<file path="src/design/lhd_pkg.sv">
// Shared types, constants and the kernel weight table of the Lanczos half downsampler.
`default_nettype none
package lhd_pkg;

  localparam int SAMPLE_W  = 12;
  localparam int ROW_OUT_W = 11;
  localparam int COL_OUT_W = 9;
  localparam int CFG_IDX_W = 2;
  localparam int CFG_W     = 13;
  localparam int WREG_W    = 11;
  localparam int HREG_W    = 13;
  localparam int LREG_W    = 3;
  localparam int KERN_W    = 15;
  localparam int WGT_W     = 28;
  localparam int PIX_W     = 3 * SAMPLE_W;

  // Configuration register indexes.
  typedef enum logic [CFG_IDX_W-1:0] {
    CFG_WIDTH  = 2'd0,
    CFG_HEIGHT = 2'd1,
    CFG_LOBES  = 2'd2
  } cfg_idx_e;

  typedef struct packed {
    logic [SAMPLE_W-1:0] red_in;
    logic [SAMPLE_W-1:0] green_in;
    logic [SAMPLE_W-1:0] blue_in;
  } pix_in_t;

  typedef struct packed {
    logic [SAMPLE_W-1:0]  red_out;
    logic [SAMPLE_W-1:0]  green_out;
    logic [SAMPLE_W-1:0]  blue_out;
    logic [ROW_OUT_W-1:0] out_row;
    logic [COL_OUT_W-1:0] out_col;
    logic                 run_last;
  } pix_out_t;

  // Lanczos weight at offset d+0.5 for half width am1+1, in Q1.14.
  function automatic logic signed [KERN_W-1:0] kern_w(input logic [2:0] am1,
                                                      input logic [2:0] d);
    logic signed [KERN_W-1:0] k;
    k = '0;
    case ({am1, d})
      6'o00: k = 15'sd6640;
      6'o10: k = 15'sd9391;
      6'o11: k = -15'sd1043;
      6'o20: k = 15'sd9960;
      6'o21: k = -15'sd2213;
      6'o22: k = 15'sd398;
      6'o30: k = 15'sd10164;
      6'o31: k = -15'sd2727;
      6'o32: k = 15'sd982;
      6'o33: k = -15'sd207;
      6'o40: k = 15'sd10260;
      6'o41: k = -15'sd2984;
      6'o42: k = 15'sd1328;
      6'o43: k = -15'sd548;
      6'o44: k = 15'sd127;
      6'o50: k = 15'sd10312;
      6'o51: k = -15'sd3130;
      6'o52: k = 15'sd1539;
      6'o53: k = -15'sd785;
      6'o54: k = 15'sd348;
      6'o55: k = -15'sd85;
      6'o60: k = 15'sd10343;
      6'o61: k = -15'sd3220;
      6'o62: k = 15'sd1675;
      6'o63: k = -15'sd949;
      6'o64: k = 15'sd517;
      6'o65: k = -15'sd240;
      6'o66: k = 15'sd61;
      6'o70: k = 15'sd10363;
      6'o71: k = -15'sd3279;
      6'o72: k = 15'sd1767;
      6'o73: k = -15'sd1063;
      6'o74: k = 15'sd643;
      6'o75: k = -15'sd365;
      6'o76: k = 15'sd175;
      6'o77: k = -15'sd46;
      default: k = '0;
    endcase
    return k;
  endfunction

endpackage
`default_nettype wire

</file>
<file path="src/design/lhd_div.sv">
// Restoring divider with saturation for the normalization of one channel.
`default_nettype none
module lhd_div #(
  parameter int NUM_W = 48,
  parameter int DEN_W = 36
) (
  input  wire logic                         clk_i,
  input  wire logic                         rst_ni,
  input  wire logic                         start_i,
  input  wire logic [NUM_W-1:0]             num_i,
  input  wire logic [DEN_W-1:0]             den_i,
  output logic                              done_o,
  output logic [lhd_pkg::SAMPLE_W-1:0]      quot_o
);
  import lhd_pkg::*;

  localparam int EW = (NUM_W > DEN_W + SAMPLE_W) ? NUM_W : DEN_W + SAMPLE_W;
  localparam int KW = $clog2(SAMPLE_W);

  logic          busy_q, done_q;
  logic [KW-1:0] k_q;
  logic [EW-1:0] rem_q, dv_q;
  logic [SAMPLE_W-1:0] quot_q;
  logic [EW-1:0] num_x, den_top, den_first;
  logic          ge;

  assign num_x     = EW'(num_i);
  assign den_top   = EW'(den_i) << SAMPLE_W;
  assign den_first = EW'(den_i) << (SAMPLE_W - 1);
  assign ge        = rem_q >= dv_q;

  // Sequencing: a quotient of one full sample range or more saturates at once.
  always_ff @(posedge clk_i or negedge rst_ni) begin
    if (!rst_ni) begin
      busy_q <= 1'b0;
      done_q <= 1'b0;
      k_q    <= '0;
    end else begin
      done_q <= 1'b0;
      if (start_i) begin
        if (num_x >= den_top) begin
          done_q <= 1'b1;
        end else begin
          busy_q <= 1'b1;
          k_q    <= KW'(SAMPLE_W - 1);
        end
      end else if (busy_q) begin
        if (k_q == '0) begin
          busy_q <= 1'b0;
          done_q <= 1'b1;
        end else begin
          k_q <= k_q - 1'b1;
        end
      end
    end
  end

  // One quotient bit per cycle.
  always_ff @(posedge clk_i) begin
    if (start_i) begin
      rem_q  <= num_x;
      dv_q   <= den_first;
      quot_q <= (num_x >= den_top) ? '1 : '0;
    end else if (busy_q) begin
      quot_q <= {quot_q[SAMPLE_W-2:0], ge};
      if (ge) begin
        rem_q <= rem_q - dv_q;
      end
      dv_q <= dv_q >> 1;
    end
  end

  assign done_o = done_q;
  assign quot_o = quot_q;

endmodule
`default_nettype wire

</file>
<file path="config.mk">
export PLATFORM = sky130hd
export DESIGN_NAME = lhd_div
export DESIGN_NICKNAME = d
export VERILOG_FILES = /design/src/design/lhd_pkg.sv /design/src/design/lhd_div.sv
export SDC_FILE = /design/constraint.sdc
export NUM_CORES = 1
export LEC_CHECK = 0
export BUFFER_PORTS_ARGS = -buffer_cell sky130_fd_sc_hd__clkbuf_2
export CORE_MARGIN = 4
export CORE_UTILIZATION = 55
export DETAILED_ROUTE_END_ITERATION = 8
export GPL_TIMING_DRIVEN = 0
export PLACE_DENSITY = 0.82
export SLEW_MARGIN = 20
export SYNTH_ARGS = -nofsm -noshare
export SYNTH_HDL_FRONTEND = slang
export SYNTH_SLANG_ARGS = --single-unit
</file>
<file path="constraint.sdc">
create_clock -name clk_i -period 5.7 [get_ports clk_i]
set_clock_uncertainty 0.1 [all_clocks]
set_input_delay 0.855 -clock clk_i [delete_from_list [all_inputs] [get_ports clk_i]]
set_output_delay 0.855 -clock clk_i [all_outputs]
set_load 0.1 [all_outputs]
</file>
# ---- Word level (Yosys, flattened, before mapping)
# Index checks and enable logic that the tools add are counted.
dict set report word_totals {
  regBits 113
  latchBits 0
  mem_bits_rw 0
  rom_bits 0
  in_bits 87
  out_inout_bits 13
  elab_cells 38
  mem_count 0
}
dict set report classes {
  n_addsub 2
  mul 0
  n_div 0
  order_cmp 2
  n_eq_ne 2
  shifts 0
  muxes 20
  bitwise 0
  reduce_logical 5
}
# operator n
set op_table {}
lappend op_table {{$mux W48} 3}
lappend op_table {{$mux W47} 2}
lappend op_table {{$ge A48 B47 Y1} 1}
lappend op_table {{$ge A48 B48 Y1} 1}
lappend op_table {{$sub A48 B47 Y48} 1}
lappend op_table {{$mux W12} 3}
lappend op_table {{$mux W4} 4}
lappend op_table {{$mux W1} 8}
lappend op_table {{$logic_not A4 Y1} 1}
lappend op_table {{$ne A2 B2 Y1 const B} 2}
lappend op_table {{$reduce_bool A2 Y1} 2}
lappend op_table {{$sub A4 B1 Y4 const B} 1}
lappend op_table {{$reduce_and A3 Y1} 1}
lappend op_table {{$reduce_and A2 Y1} 1}

# ---- Longest topological paths before layout
dict set report depth {
  ltp_word 4
  depth_mapped 13
  mapped_depth_nobuf 13
}

# ---- Least setup slack after synthesis
# OpenSTA, ideal clock, no wires.
dict set report synth_path {
  path_kind {input to register}
  start {input start_i}
  end {register rem_q[0] (enable)}
  setup_ns 0.411
  t_arrival_ns 3.788
  path_slack_ns 1.402
  cell_stages 4
  n_path_buf 1
  cell_sequence {clkbuf_1 > clkinv_1 > nand2_1 > and3_1}
}
dict set report synth_between {
  elab_chain_cells 2
  word_cells_on_any_way 3
  cone_classes {reduce/logical: 3}
}
# element line
set synth_lines {}
lappend synth_lines {{start, declared} lhd_div.sv:9} ;# input wire logic start_i,
lappend synth_lines {{$reduce_bool A2 Y1 (no line)} -}
lappend synth_lines {{$reduce_and A2 Y1 (no line) *} -}
lappend synth_lines {{end signal, assigned} lhd_div.sv:61} ;# rem_q <= num_x;
lappend synth_lines {{end signal, assigned} lhd_div.sv:67} ;# rem_q <= rem_q - dv_q;
lappend synth_lines {{end, declared} lhd_div.sv:22} ;# logic [EW-1:0] rem_q, dv_q;
# Every way passes the cells marked *; elsewhere a longest branch is shown, timed or not.
# A chain may end at the register's enable or synchronous reset.

# ---- Worst setup path after layout
dict set report layout_path {
  start {register rem_q[0]}
  end {register rem_q[6] (enable)}
}
dict set report layout_between {
  elab_chain_cells 3
}
# element line
set layout_lines {}
lappend layout_lines {{$ge A48 B47 Y1} lhd_div.sv:30} ;# assign ge = rem_q >= dv_q;
lappend layout_lines {{$reduce_bool A2 Y1 (no line)} -}
lappend layout_lines {{$reduce_and A2 Y1 (no line)} -}
# Every way passes these cells.

==> impl_metrics.py <==
metrics = {
    "floorplanning": {
        "die_x_um": 132,
        "rows": 45,
        "core_area_um2": 15100,
        "die_y_um": 132,
        "die-area_um2": 17400,
        "io_pins": 100,
        "initial_utilization_pct": 55.9,
    },
    "drt": {
        "wl_per_cell_um": 17.6,
        "drtIter0Drc": 658,
        "drc": 0,
        "vias_per_cell": 6.02,
        "drtPass1Iterations": 5,
        "vias": 7528,
        "wl_met2_mm": 10.5,
        "top_layer": "met5",
        "wl_met3_mm": 1.68,
        "ant_nets": 0,
        "wl_mm": 22.0,
        "wl_met1_mm": 9.37,
    },
    "logic_synthesis": {
        "ys_seq_area_share_pct": 38.4,
        "synth_area_leaders": "edfxtp_1, ha_1, nand2_1, a21o_1, inv_1",
        "synth_top_family_by_area": "compound AO/OA/AOI/OAI gates",
        "yosysWarnings": 0,
        "synthArstFlopShare_pct": 5.31,
        "synth.most_common_cell": "nand2_1",
        "synth_xor_area_share_pct": 4.14,
        "yosys-top-cells-count": "nand2_1, edfxtp_1, inv_1",
        "synthCells": 931,
        "ys_ff_latch": 113,
        "synth_top_area_share_pct": 34.1,
        "synthAdderAreaFrac_pct": 12.8,
        "ys.flop_type": "edfxtp_1",
        "synth_area_um2": 8460,
        "synth_area_leader_cell": "edfxtp_1",
        "synth_nets": 1104,
        "synthMuxAreaShare_pct": 1.83,
        "yosys.area_share.simple_pct": 14.0,
        "ys_types": 69,
        "synth_edf_count": 96,
        "synth_compound_area_share_pct": 22.5,
        "avgSynthCellArea_um2": 9.09,
    },
    "worst_hold_path": {
        "hold_path.class": "input port to async pin",
    },
    "global_routing": {
        "grt_start_max_net_pins": 50,
        "grt_pass1_wl_mm": 36.0,
        "antenna_found_initial": 1,
        "grt_pass1_vias": 7412,
        "grt-ovfl-total": 0,
        "grtUsageTotal_pct": 25.5,
    },
    "final_layout": {
        "drive_above_1_share_pct": 15.2,
        "diodes": 0,
        "utilization_pct": 65.2,
        "final_nets": 1222,
        "syn2layout_area_growth_pct": 16.6,
        "instances_no_fill": 1250,
    },
    "timing": {
        "fin_tns_setup_ns": 0,
        "slew_headroom_pct": 43.1,
        "rsz0062_at_grt": "no",
        "clock.fmax_ghz": 0.230,
        "worstMarginPinSlew_ns": 0.842,
        "hold_violations": 0,
        "period_minus_slack_ns": 4.35,
        "finalSetupViolations": 0,
        "maxSlewViolCount": 0,
        "setup_ws_ns": 1.35,
        "fin_crit_sh_pct": 76.2,
    },
    "power": {
        "p_sw_uw": 2140,
        "clkPwrFrac_pct": 22.6,
        "pwr-share-seq_pct": 26.1,
        "ir_drop_mv": 0.259,
        "p_leak_uw": 0.00459,
        "sw_frac_of_total_pct": 40.8,
        "finalPower_uw": 5230,
        "intPower_uw": 3100,
        "p_comb_share_pct": 51.3,
        "power_density_nw_per_um2": 530,
    },
    "setup_path": {
        "criticalPathCategory": "flop to flop",
        "slowest_delay_ns": 0.51,
        "cp_num_buf_inv": 3,
        "worstPathCellList": "inv_1 > ha_1 > inv_1 > fa_1 > a211oi_1 > nor2_1 > o31ai_1 > nand2_1 > a221oi_2 > o21ai_1 > o211ai_1 > nand3b_1 > and3_2 > buf_16",
        "required_ns": 5.76,
        "cp_slowest_cell": "and3_2",
        "crit_path_start_kind": "flop",
        "cp_max_fo": 29,
        "cpMostUsedCell": "inv_1",
        "endpoint_kind": "flop",
        "cp_top_family": "compound AO/OA/AOI/OAI gates",
        "worstPathArrival_ns": 4.41,
    },
    "cts": {
        "clk_latency_ns": 0.43,
        "cts_resized": 0,
        "cts_buffers": 17,
        "cts_max_path_buffers": 2,
        "cts.reportedPaths.clkPinSlew_ns": 0.06,
        "tritoncts": "done",
        "root_buffer": "clkbuf_16",
        "cts_setup_buffers": 0,
        "ctsHoldBuffers": 0,
        "clock_sinks": 113,
        "h-tree-depth": 4,
    },
    "job": {
        "cap_violations": 0,
    },
    "place": {
        "dp_cells": 1218,
        "hpwlAfterDp_mm": 16.4,
        "io_buffers": 98,
        "gp_congestion": 0.927,
        "pre_cts_ws_ns": 1.50,
    },
    "outcome": {
        "status": "finished clean",
    },
}
==> registers in the layout, summed over array words and instances (netlist names) <==
signal  count
rem_q      48
dv_q       47
done_o      1
quot_o     12
k_q         4
busy_q      1
==> area by class of cell <==
type / instances / area, um2
Fill cell: 1234 / 5270
Multi-Input combinational cell: 680 / 4690
Sequential cell: 113 / 3250
Timing Repair Buffer: 99 / 518
Clock buffer: 21 / 460
Inverter: 97 / 364
Tap cell: 188 / 235
Clock inverter: 11 / 186
Buffer: 41 / 165
==> metrics by stage <==
step	area [um2]	hold slack (ns)
3_5_place_dp	9230	0.396
5_1_grt	9870	0.159
4_1_cts	9870	0.157
2_1_floorplan	8460	0.365
6_report	9870	0.166
3_3_place_gp	9190	0.383
==> placed cells by master, fill, tap and decap left out, types with 3 or more instances in the layout <==
master,n
nand2_1,111
clkbuf_2,98
edfxtp_1,96
inv_1,95
ha_1,85
o21ai_0,66
a21oi_1,61
a21o_1,53
nor2_1,48
clkbuf_1,39
o31ai_1,34
xnor2_1,22
nand4_1,18
xor2_1,18
clkbuf_16,17
nor2_2,12
nand3_1,11
mux2i_1,11
dfxtp_1,11
o21bai_1,10
and3_1,9
nand2b_1,8
a211oi_1,7
nor3_1,7
o21a_1,7
a31oi_1,7
o21ai_1,6
dfrtp_1,6
nor2b_1,5
bufinv_16,5
or3_1,4
clkinv_1,4
mux2_2,4
nor4_1,4
o211ai_1,3
and4_1,3
or2_2,3
or4_1,3
a221oi_1,3
==> kinds of logic (layout without fill, tap and decap cells) <==
group	Yosys count	after routing
simple gates	254	254
compound gates	285	285
xor+xnor	40	40
buf+inv	138	269
fa+ha+maj	86	86
mux	15	15
flops	113	113
==> worst paths after layout <==
path | endpoint | startpoint | cells after the start | slack (ns)
setup reg to reg | rem_q[6] | rem_q[0] | 14 | 1.35
min in group clk_i | dv_q[0] | dv_q[0] | 2 | 0.41
setup / recovery | rem_q[6] | rem_q[0] | 14 | 1.35
hold / removal | done_o | rst_ni | 1 | 0.17
max in group asynchronous | k_q[3] | rst_ni | 1 | 5.16
hold reg to reg | dv_q[0] | dv_q[0] | 2 | 0.41
==> metal layers <==
layer / global-route usage, % / up-vias
met1: 33.2 / 3548
met2: 41.6 / 314
li1: - / 3610
met3: 6.53 / 54
met5: 0 / -
met4: 8.75 / 2
==> power by group through the flow <==
stage                     clock network, uW  registers, uW  logic [uW]
after floorplan                           0           1480        1930
after global placement                    0           1370        2520
after detailed placement                  0           1370        2610
after CTS                              1190           1370        2650
after global routing                   1230           1390        2980
final                                  1180           1370        2680
Note: power is estimated with default switching activity, not from simulation.
